<file path="src/sktbl_pkg.sv">
// Shared constants, codes and controller/datapath interface types for the sorted key table.
`timescale 1ns / 1ps
`default_nettype none
package sktbl_pkg;

	localparam int DEPTH = 64;
	localparam int AW    = $clog2(DEPTH);
	localparam int CW    = $clog2(DEPTH + 1);
	localparam int KW    = 32;

	localparam logic [1:0] FUNC_APPEND = 2'd0;
	localparam logic [1:0] FUNC_SEARCH = 2'd1;
	localparam logic [1:0] FUNC_TOGGLE = 2'd2;

	typedef enum logic [2:0] {
		ST_FOUND    = 3'd0,
		ST_NOTFOUND = 3'd1,
		ST_APPENDED = 3'd2,
		ST_INSERTED = 3'd3,
		ST_DELETED  = 3'd4,
		ST_FULL     = 3'd5,
		ST_ORDER    = 3'd6
	} res_code_t;

	typedef enum logic [3:0] {
		S_IDLE,
		S_APP_CHK,
		S_APP_CMP,
		S_BS_CHK,
		S_BS_CMP,
		S_FIND_CHK,
		S_DEL_CHK,
		S_DEL_WR,
		S_INS_CHK,
		S_INS_WR,
		S_DONE
	} state_t;

	typedef enum logic [2:0] {
		RD_LAST,
		RD_MID,
		RD_LO,
		RD_NEXT,
		RD_PREV
	} rd_sel_t;

	typedef enum logic [1:0] {
		WR_SHIFT,
		WR_KEY_LO,
		WR_KEY_CNT
	} wr_sel_t;

	typedef enum logic [2:0] {
		PTR_HOLD,
		PTR_LO,
		PTR_CNT,
		PTR_INC,
		PTR_DEC
	} ptr_op_t;

	typedef enum logic [1:0] {
		CNT_HOLD,
		CNT_INC,
		CNT_DEC
	} cnt_op_t;

	typedef enum logic [1:0] {
		POS_ZERO,
		POS_LO,
		POS_CNT
	} pos_sel_t;

	typedef struct packed {
		logic      load;
		logic      step;
		logic      rd_en;
		rd_sel_t   rd_sel;
		logic      wr_en;
		wr_sel_t   wr_sel;
		ptr_op_t   ptr_op;
		cnt_op_t   cnt_op;
		logic      res_set;
		res_code_t res_code;
		pos_sel_t  pos_sel;
		logic      out_load;
	} dp_cmd_t;

	typedef struct packed {
		logic is_toggle;
		logic empty;
		logic full;
		logic less;
		logic match;
		logic bs_more;
		logic lo_lt_cnt;
		logic del_more;
		logic ins_more;
		logic out_free;
	} dp_stat_t;

endpackage
`default_nettype wire

</file>
<file path="src/sktbl_ctrl.sv">
// Controller state machine that sequences search, append, insert and delete requests.
`timescale 1ns / 1ps
`default_nettype none
module sktbl_ctrl (
	input  wire logic               clk,
	input  wire logic               arst_n,
	input  wire logic               in_valid,
	input  wire logic [1:0]         func,
	output logic                    in_stall,
	input  wire sktbl_pkg::dp_stat_t stat,
	output sktbl_pkg::dp_cmd_t      cmd
);
	import sktbl_pkg::*;

	state_t state_q;
	state_t state_nx;
	logic   resolve;
	logic   found;

	// A search is resolved when no candidate remains or the candidate has been read.
	always_comb begin
		resolve = 1'b0;
		found   = 1'b0;
		if (state_q == S_BS_CHK) begin
			resolve = !stat.bs_more && !stat.lo_lt_cnt;
		end else if (state_q == S_FIND_CHK) begin
			resolve = 1'b1;
			found   = stat.match;
		end
	end

	always_ff @(posedge clk or negedge arst_n) begin
		if (!arst_n) begin
			state_q <= S_IDLE;
		end else begin
			state_q <= state_nx;
		end
	end

	always_comb begin
		state_nx = state_q;
		unique case (state_q)
			S_IDLE: begin
				if (in_valid) begin
					state_nx = (func == FUNC_APPEND) ? S_APP_CHK : S_BS_CHK;
				end
			end
			S_APP_CHK: begin
				if (stat.full || stat.empty) begin
					state_nx = S_DONE;
				end else begin
					state_nx = S_APP_CMP;
				end
			end
			S_APP_CMP: state_nx = S_DONE;
			S_BS_CHK, S_FIND_CHK: begin
				if (resolve) begin
					if (!stat.is_toggle) begin
						state_nx = S_DONE;
					end else if (found) begin
						state_nx = S_DEL_CHK;
					end else if (stat.full) begin
						state_nx = S_DONE;
					end else begin
						state_nx = S_INS_CHK;
					end
				end else if (stat.bs_more) begin
					state_nx = S_BS_CMP;
				end else begin
					state_nx = S_FIND_CHK;
				end
			end
			S_BS_CMP: state_nx = S_BS_CHK;
			S_DEL_CHK: state_nx = stat.del_more ? S_DEL_WR : S_DONE;
			S_DEL_WR:  state_nx = S_DEL_CHK;
			S_INS_CHK: state_nx = stat.ins_more ? S_INS_WR : S_DONE;
			S_INS_WR:  state_nx = S_INS_CHK;
			S_DONE: begin
				if (stat.out_free) begin
					state_nx = S_IDLE;
				end
			end
			default: state_nx = S_IDLE;
		endcase
	end

	always_comb begin
		in_stall     = (state_q != S_IDLE);
		cmd          = '0;
		cmd.rd_sel   = RD_LAST;
		cmd.wr_sel   = WR_SHIFT;
		cmd.ptr_op   = PTR_HOLD;
		cmd.cnt_op   = CNT_HOLD;
		cmd.res_code = ST_NOTFOUND;
		cmd.pos_sel  = POS_ZERO;
		unique case (state_q)
			S_IDLE: begin
				cmd.load = in_valid;
			end
			S_APP_CHK: begin
				if (stat.full) begin
					cmd.res_set  = 1'b1;
					cmd.res_code = ST_FULL;
				end else if (stat.empty) begin
					cmd.wr_en    = 1'b1;
					cmd.wr_sel   = WR_KEY_CNT;
					cmd.cnt_op   = CNT_INC;
					cmd.res_set  = 1'b1;
					cmd.res_code = ST_APPENDED;
					cmd.pos_sel  = POS_CNT;
				end else begin
					cmd.rd_en  = 1'b1;
					cmd.rd_sel = RD_LAST;
				end
			end
			S_APP_CMP: begin
				cmd.res_set = 1'b1;
				if (stat.less) begin
					cmd.wr_en    = 1'b1;
					cmd.wr_sel   = WR_KEY_CNT;
					cmd.cnt_op   = CNT_INC;
					cmd.res_code = ST_APPENDED;
					cmd.pos_sel  = POS_CNT;
				end else begin
					cmd.res_code = ST_ORDER;
				end
			end
			S_BS_CHK, S_FIND_CHK: begin
				if (resolve) begin
					if (!stat.is_toggle) begin
						cmd.res_set  = 1'b1;
						cmd.res_code = found ? ST_FOUND : ST_NOTFOUND;
						cmd.pos_sel  = found ? POS_LO : POS_ZERO;
					end else if (found) begin
						cmd.ptr_op = PTR_LO;
					end else if (stat.full) begin
						cmd.res_set  = 1'b1;
						cmd.res_code = ST_FULL;
					end else begin
						cmd.ptr_op = PTR_CNT;
					end
				end else begin
					cmd.rd_en  = 1'b1;
					cmd.rd_sel = stat.bs_more ? RD_MID : RD_LO;
				end
			end
			S_BS_CMP: begin
				cmd.step = 1'b1;
			end
			S_DEL_CHK: begin
				if (stat.del_more) begin
					cmd.rd_en  = 1'b1;
					cmd.rd_sel = RD_NEXT;
				end else begin
					cmd.cnt_op   = CNT_DEC;
					cmd.res_set  = 1'b1;
					cmd.res_code = ST_DELETED;
					cmd.pos_sel  = POS_LO;
				end
			end
			S_DEL_WR: begin
				cmd.wr_en  = 1'b1;
				cmd.wr_sel = WR_SHIFT;
				cmd.ptr_op = PTR_INC;
			end
			S_INS_CHK: begin
				if (stat.ins_more) begin
					cmd.rd_en  = 1'b1;
					cmd.rd_sel = RD_PREV;
				end else begin
					cmd.wr_en    = 1'b1;
					cmd.wr_sel   = WR_KEY_LO;
					cmd.cnt_op   = CNT_INC;
					cmd.res_set  = 1'b1;
					cmd.res_code = ST_INSERTED;
					cmd.pos_sel  = POS_LO;
				end
			end
			S_INS_WR: begin
				cmd.wr_en  = 1'b1;
				cmd.wr_sel = WR_SHIFT;
				cmd.ptr_op = PTR_DEC;
			end
			S_DONE: begin
				cmd.out_load = stat.out_free;
			end
			default: begin
				cmd.load = 1'b0;
			end
		endcase
	end

endmodule
`default_nettype wire

</file>
<file path="src/sktbl_dp.sv">
// Datapath with the key memory, entry count, search bounds, shift pointer and result register.
`timescale 1ns / 1ps
`default_nettype none
module sktbl_dp (
	input  wire logic                   clk,
	input  wire logic                   arst_n,
	input  wire logic [1:0]             func,
	input  wire logic signed [31:0]     key,
	input  wire sktbl_pkg::dp_cmd_t     cmd,
	output sktbl_pkg::dp_stat_t         stat,
	output logic                        out_valid,
	input  wire logic                   out_stall,
	output logic [2:0]                  status,
	output logic [5:0]                  position,
	output logic [6:0]                  entry_total
);
	import sktbl_pkg::*;

	logic [KW-1:0] mem [DEPTH];
	logic [KW-1:0] rd_q;
	logic [KW-1:0] key_q;
	logic [1:0]    func_q;
	logic [CW-1:0] count_q;
	logic [CW-1:0] lo_q;
	logic [CW-1:0] hi_q;
	logic [CW-1:0] ptr_q;
	res_code_t     res_code_q;
	logic [CW-1:0] res_pos_q;
	logic [2:0]    status_q;
	logic [5:0]    position_q;
	logic [6:0]    total_q;
	logic          out_valid_q;

	logic [CW:0]   bound_sum;
	logic [CW-1:0] mid;
	logic [CW-1:0] rd_addr_w;
	logic [CW-1:0] wr_addr_w;
	logic [KW-1:0] wr_data;

	assign bound_sum = {1'b0, lo_q} + {1'b0, hi_q};
	assign mid       = bound_sum[CW:1];

	always_comb begin
		unique case (cmd.rd_sel)
			RD_LAST: rd_addr_w = count_q - 1'b1;
			RD_MID:  rd_addr_w = mid;
			RD_LO:   rd_addr_w = lo_q;
			RD_NEXT: rd_addr_w = ptr_q + 1'b1;
			RD_PREV: rd_addr_w = ptr_q - 1'b1;
			default: rd_addr_w = lo_q;
		endcase
	end

	always_comb begin
		unique case (cmd.wr_sel)
			WR_SHIFT: begin
				wr_addr_w = ptr_q;
				wr_data   = rd_q;
			end
			WR_KEY_LO: begin
				wr_addr_w = lo_q;
				wr_data   = key_q;
			end
			WR_KEY_CNT: begin
				wr_addr_w = count_q;
				wr_data   = key_q;
			end
			default: begin
				wr_addr_w = ptr_q;
				wr_data   = rd_q;
			end
		endcase
	end

	always_ff @(posedge clk) begin
		if (cmd.wr_en) begin
			mem[wr_addr_w[AW-1:0]] <= wr_data;
		end
		if (cmd.rd_en) begin
			rd_q <= mem[rd_addr_w[AW-1:0]];
		end
	end

	always_ff @(posedge clk) begin
		if (cmd.load) begin
			func_q <= func;
			key_q  <= key;
			lo_q   <= '0;
			hi_q   <= count_q;
		end else if (cmd.step) begin
			if (stat.less) begin
				lo_q <= mid + 1'b1;
			end else begin
				hi_q <= mid;
			end
		end
		unique case (cmd.ptr_op)
			PTR_HOLD: ptr_q <= ptr_q;
			PTR_LO:   ptr_q <= lo_q;
			PTR_CNT:  ptr_q <= count_q;
			PTR_INC:  ptr_q <= ptr_q + 1'b1;
			PTR_DEC:  ptr_q <= ptr_q - 1'b1;
			default:  ptr_q <= ptr_q;
		endcase
		if (cmd.res_set) begin
			res_code_q <= cmd.res_code;
			unique case (cmd.pos_sel)
				POS_ZERO: res_pos_q <= '0;
				POS_LO:   res_pos_q <= lo_q;
				POS_CNT:  res_pos_q <= count_q;
				default:  res_pos_q <= '0;
			endcase
		end
		if (cmd.out_load) begin
			status_q   <= res_code_q;
			position_q <= 6'(res_pos_q);
			total_q    <= 7'(count_q);
		end
	end

	always_ff @(posedge clk or negedge arst_n) begin
		if (!arst_n) begin
			count_q     <= '0;
			out_valid_q <= 1'b0;
		end else begin
			unique case (cmd.cnt_op)
				CNT_HOLD: count_q <= count_q;
				CNT_INC:  count_q <= count_q + 1'b1;
				CNT_DEC:  count_q <= count_q - 1'b1;
				default:  count_q <= count_q;
			endcase
			if (cmd.out_load) begin
				out_valid_q <= 1'b1;
			end else if (!out_stall) begin
				out_valid_q <= 1'b0;
			end
		end
	end

	always_comb begin
		stat.is_toggle = (func_q == FUNC_TOGGLE);
		stat.empty     = (count_q == '0);
		stat.full      = (count_q == CW'(DEPTH));
		stat.less      = ($signed(rd_q) < $signed(key_q));
		stat.match     = (rd_q == key_q);
		stat.bs_more   = (lo_q < hi_q);
		stat.lo_lt_cnt = (lo_q < count_q);
		stat.del_more  = ((ptr_q + 1'b1) < count_q);
		stat.ins_more  = (ptr_q > lo_q);
		stat.out_free  = !out_valid_q || !out_stall;
	end

	assign out_valid   = out_valid_q;
	assign status      = status_q;
	assign position    = position_q;
	assign entry_total = total_q;

endmodule
`default_nettype wire

</file>
<file path="src/sorted_key_table.sv">
// Top level of the sorted key table: controller and datapath joined by command and status.
// A toggle shifts keys through the key memory to delete or insert a key. One request is
// worked on at a time; the next can be accepted as soon as a result is offered, while that
// result waits in the output register.
// Reset clears the entry count and control state; key memory contents are left as they are.
`timescale 1ns / 1ps
`default_nettype none
module sorted_key_table (
	input  wire logic               clk,
	input  wire logic               arst_n,
	input  wire logic               in_valid,
	output logic                    in_stall,
	input  wire logic [1:0]         func,
	input  wire logic signed [31:0] key,
	output logic                    out_valid,
	input  wire logic               out_stall,
	output logic [2:0]              status,
	output logic [5:0]              position,
	output logic [6:0]              entry_total
);
	import sktbl_pkg::*;

	dp_cmd_t  cmd;
	dp_stat_t stat;

	sktbl_ctrl u_ctrl (
		.clk      (clk),
		.arst_n   (arst_n),
		.in_valid (in_valid),
		.func     (func),
		.in_stall (in_stall),
		.stat     (stat),
		.cmd      (cmd)
	);

	sktbl_dp u_dp (
		.clk         (clk),
		.arst_n      (arst_n),
		.func        (func),
		.key         (key),
		.cmd         (cmd),
		.stat        (stat),
		.out_valid   (out_valid),
		.out_stall   (out_stall),
		.status      (status),
		.position    (position),
		.entry_total (entry_total)
	);

endmodule
`default_nettype wire
</file>
<file path="config.mk">
export PLATFORM = sky130hd
export DESIGN_NAME = sorted_key_table
export DESIGN_NICKNAME = d
export VERILOG_FILES = /design/src/sktbl_pkg.sv /design/src/sktbl_ctrl.sv /design/src/sktbl_dp.sv /design/src/sorted_key_table.sv
export SDC_FILE = /design/constraint.sdc
export NUM_CORES = 2
export LEC_CHECK = 0
export BUFFER_PORTS_ARGS = -buffer_cell sky130_fd_sc_hd__buf_2
export CORE_ASPECT_RATIO = 0.7
export CORE_UTILIZATION = 50
export CTS_BUF_LIST = sky130_fd_sc_hd__clkbuf_2
export DETAILED_ROUTE_END_ITERATION = 7
export PLACE_DENSITY = 0.73
export SETUP_SLACK_MARGIN = 0.02
export SLEW_MARGIN = 25
export SYNTH_ARGS = -nofsm -noshare
export SYNTH_HDL_FRONTEND = slang
export SYNTH_HIERARCHICAL = 1
export SYNTH_SLANG_ARGS = --single-unit
</file>
<file path="constraint.sdc">
create_clock -name clk -period 14.7 [get_ports clk]
set_clock_uncertainty 0.15 [all_clocks]
set_input_delay 1.47 -clock clk [delete_from_list [all_inputs] [get_ports clk]]
set_output_delay 1.47 -clock clk [all_outputs]
set_load 0.03 [all_outputs]
</file>
== Word level (Yosys, flattened, before mapping) ==
Memories as Yosys holds them, arrays and structs flattened. A register that Yosys moved wholly into a read port is not among the register bits.
Index checks and enable logic that the tools add are counted.

* Register bits: 92
* Bits in writable memories: 2048
* Input port bits: 38
* Output and inout bits: 18
* Word-level logic and storage cells: 142
* Memories: 1

{| class="wikitable"
|+ Memories
! memory !! words !! bits a word !! read ports !! clocked after Yosys merged registers in !! wr ports !! line !! RTL
|-
| u_dp.mem || 64 || 32 || 1 || 1 || 1 || sktbl_dp.sv:19 || <nowiki>logic [KW-1:0] mem [DEPTH];</nowiki>
|}

* Add/sub/neg operators: 6
* $lt $le $gt $ge: 5
* Equality and inequality tests: 30
* Multiplexer cells: 66
* Reductions and logical operators: 21

{| class="wikitable"
|+ Operators with widths
! kind !! count
|-
| $mux W4 || 15
|-
| $mux W7 || 6
|-
| $pmux W4 S10 || 1
|-
| $eq A32 B32 Y1 || 1
|-
| $lt A32 B32 Y1 || 1
|-
| $mux W32 || 1
|-
| $pmux W6 S5 || 1
|-
| $pmux W7 S4 || 1
|-
| $pmux W6 S2 || 2
|-
| $pmux W6 S4 || 1
|-
| $add A7 B1 Y7 const B || 3
|-
| $lt A7 B7 Y1 || 3
|-
| $mux W2 || 10
|-
| $mux W3 || 6
|-
| $eq A4 B3 Y1 const B || 4
|-
| $pmux W4 S4 || 1
|-
| $mux W1 || 15
|-
| $pmux W7 S2 || 1
|-
| $sub A7 B1 Y7 const B || 2
|-
| $eq A4 B4 Y1 const B || 3
|-
| $pmux W3 S4 || 1
|-
| $eq A3 B2 Y1 const B || 3
|-
| $pmux W3 S3 || 1
|-
| $add A7 B7 Y8 || 1
|-
| 24 further kinds || 44
|}

== Logic depth before layout (Yosys ltp) ==
* Word-level depth: 9
* Gate-level depth with buffers: 29
* Mapped depth without buffers: 22

== Cells and area by module ==
Netlist, hierarchy kept.

{| class="wikitable"
|+ By module, submodules not included
! module !! instances !! cells each !! area each (µm²) !! sequential area each (µm²)
|-
| sktbl_dp || 1 || 6444 || 88727.6 || 64992.3
|-
| sktbl_ctrl || 1 || 100 || 679.4 || 100.1
|}

== Least setup slack after synthesis ==
OpenSTA, ideal clock, no wires.

* Path kind: register to register
* Start: register u_dp.rd_q[17] (read register of u_dp.mem)
* End: memory u_dp.mem[0][20] (data pin)
* Library setup time: 702 ps
* Arrival time: 5596 ps
* Data required time: 13848 ps
* Path slack: 8252 ps
* Cell stages (with the launch flop): 16
* Path buffers: 3
* Period minus slack after synthesis: 6448 ps
* Cell sequence: edfxtp_1 ha_1 a21oi_1 nor2_1 a2111oi_0 o31ai_1 a21o_1 nor2_1 mux2i_1 nand3b_1 a21boi_0 ha_1 clkbuf_1 clkbuf_1 clkbuf_1 o21ai_0

{| class="wikitable"
|+ RTL lines
! what !! line !! RTL
|-
| from (decl) || sktbl_dp.sv:20 || <nowiki>logic [KW-1:0] rd_q;</nowiki>
|-
| to (decl) || sktbl_dp.sv:19 ||
|}

==> results.ini <==
[logic_synthesis]
synthesis.area_um2=89400
synth.distinct_cells=92
synth_flop_cell=edfxtp_1
async_flop_share_pct=0.552
synthCells=6544
ys_warn_count=6
synth-edff-count=2153
yosysSeqAreaShare_pct=72.8
ys_ff_latch=2172
syn_nets=6657
syn_area_per_cell_um2=13.7

[worst_setup_path]
cp_top_family=compound AO/OA/AOI/OAI gates
cp.arrival_ps=10270
critPathCaptureType=register
ff2ff_path_depth=26
reg2reg_slack_ps=5980
crit_top_cell=buf_4
critPathKind=reg2reg
crit_path_top_delay_cell=and2_4
critPathRequiredTime_ps=16240
path_max_fanout=70
critPathLaunchType=register
crit_buf_inv=5
crit_cells=26
slowest_delay_ps=810

[cts]
clockBufferDepth=4
ctsHoldBuffers=51
clkSlewWorstSetupHoldPaths_ps=120
insertion_delay_ps=1950
h-tree-depth=5
cts_tree=built
cts_buffers=481
post_cts_resized=0
post_cts_buffers=0
cts.sinks=2172
cts_root_buf=clkbuf_2

[routing]
drc=0
ant_nets=0
viasPerCell=6.39
via_count=60700
wl_um=266000
detailedRoute.firstPassIterationCount=6
wl_per_cell_um=28.0
drt_iter0_drc=10300

[floorplan]
start_util_pct=50.5
ios=56
rows=129
die_x_um=507
die_h_um=356
core_um2=177000
dieArea_um2=181000

[sta]
slew_headroom_pct=12.8
tightest_slew_ps=1310
setup_tns_ps=0
hold_viol_final=0
fmax_mhz=115
fin_crit_sh_pct=59.3
setup_violations=0
drv_slew=0
period_minus_slack_ps=8720
rsz0062_at_grt=no

[status]
status=finished clean

[global_route]
overflow=0
grt_max_degree=211
track_usage_pct=29.2
first_global_vias=57300
grt_pass1_wl_um=385000
antenna_found_initial=22

[cells_and_area]
final_cell_mix=edfxtp_1, nand2_1, clkbuf_2
n_fill_cell=14200
area_growth_pct=8.84
drive_gt1_share_pct=15.3
final_nets=6906
final_common_cell=edfxtp_1

[place]
gp_congestion=0.918
dp_hpwl_um=142000
io_buffers=55

[flow_run]
drv_cap=0

[hold_path]
hold_class=in2reg
holdPathStages=2

-- final timing paths --
kind,from,to
worst max-delay path,u_dp/ptr_q[0],u_dp/rd_q[18]
worst min-delay path,key[25],u_dp/key_q[25]
worst max register to register,u_dp/ptr_q[0],u_dp/rd_q[18]
worst min register to register,u_dp/res_code_q[2],u_dp/status[2]
max in group asynchronous,arst_n,u_ctrl/state_q[1]
min in group asynchronous,arst_n,u_dp/count_q[6]
-- flip-flops by register name (all words and copies together), names as in the netlist --
register	flops
u_ctrl/state_q	4
u_dp/count_q	7
u_dp/entry_total	7
u_dp/func_q	2
u_dp/hi_q	7
u_dp/key_q	32
u_dp/lo_q	7
u_dp/mem	2048
u_dp/out_valid	1
u_dp/position	6
u_dp/ptr_q	7
u_dp/rd_q	32
u_dp/res_code_q	3
u_dp/res_pos_q	6
u_dp/status	3
-- layout make-up --
class / count / area [um^2] / area share (%)
Antenna cell: 6 / 15.0 / 0.0154
Multi-Input combinational cell: 3795 / 22800 / 23.4
Tap cell: 2358 / 2950 / 3.03
Timing Repair Buffer: 263 / 2110 / 2.17
Clock inverter: 101 / 469 / 0.482
Sequential cell: 2172 / 65100 / 66.9
Clock buffer: 721 / 3610 / 3.71
Inverter: 80 / 300 / 0.309
-- worst register-to-register path, delay by kind of cell, from the launching register on --
| kind | cells | cell delay (ps) |
|---|---|---|
| flip-flops | 1 | 670 |
| adder cells (fa/ha/maj) | 2 | 680 |
| AND/OR/NAND/NOR | 9 | 2080 |
| buffers and inverters | 5 | 2350 |
| AO/OA/AOI/OAI | 10 | 2620 |
-- routing by layer --
metal / track usage (%) / vias up / wire, um
li1: - / 25900 / -
met1: 41.6 / 29700 / 102000
met2: 40.2 / 4529 / 110000
met3: 11.3 / 569 / 45200
met4: 10.9 / 18 / 8660
met5: 0 / - / 349
-- cell families (layout without fill, tap and decap cells) --
group	count (synthesis)	after routing	share of synthesized area (%)
fa+ha+maj	75	75	1.06
compound gates	1113	1113	9.74
xor+xnor	28	28	0.283
other cells	0	6	0
simple gates	2559	2559	13.0
flops	2172	2172	72.8
buf+inv	577	1165	2.81
mux	20	20	0.339
-- synthesized netlist by cell type (all sizes together), types with 12 or more instances --
cell type | instances | share of area, %
or4 | 36 | 0.30
dfrtp | 12 | 0.34
edfxtp | 2153 | 72
nand2 | 1463 | 6.2
inv | 80 | 0.34
a21oi | 44 | 0.25
xnor2 | 18 | 0.18
and3 | 349 | 2.4
ha | 74 | 1.0
a311o | 126 | 1.4
a22oi | 15 | 0.13
buf | 236 | 1.4
clkbuf | 261 | 1.1
nand4 | 15 | 0.10
nor2 | 128 | 0.54
nor3 | 14 | 0.078
a211oi | 318 | 2.7
nor2b | 14 | 0.098
a31oi | 131 | 0.92
nor4 | 36 | 0.26
o21ai | 77 | 0.44
a22o | 63 | 0.62
a21o | 13 | 0.11
a311oi | 250 | 2.4
nand3 | 444 | 2.5
-- metrics by stage --
stage | cell area (um^2) | worst slack, ps | hold slack (ps) | instances | util (%)
finish | 97300 | 5980 | 134 | 9496 | 55.0
global route | 97300 | 5580 | 119 | 9494 | 55.0
CTS | 97200 | 6320 | 2.82 | 9489 | 54.9
detailed placement | 92700 | 6300 | 255 | 8616 | 52.3
global placement | 92600 | 6310 | 252 | 8616 | 52.3
floorplan | 89400 | 8250 | 250 | 6544 | -
Power is not shown: default switching activity piles up to over one toggle a cycle in this logic, so the estimate is an artifact.
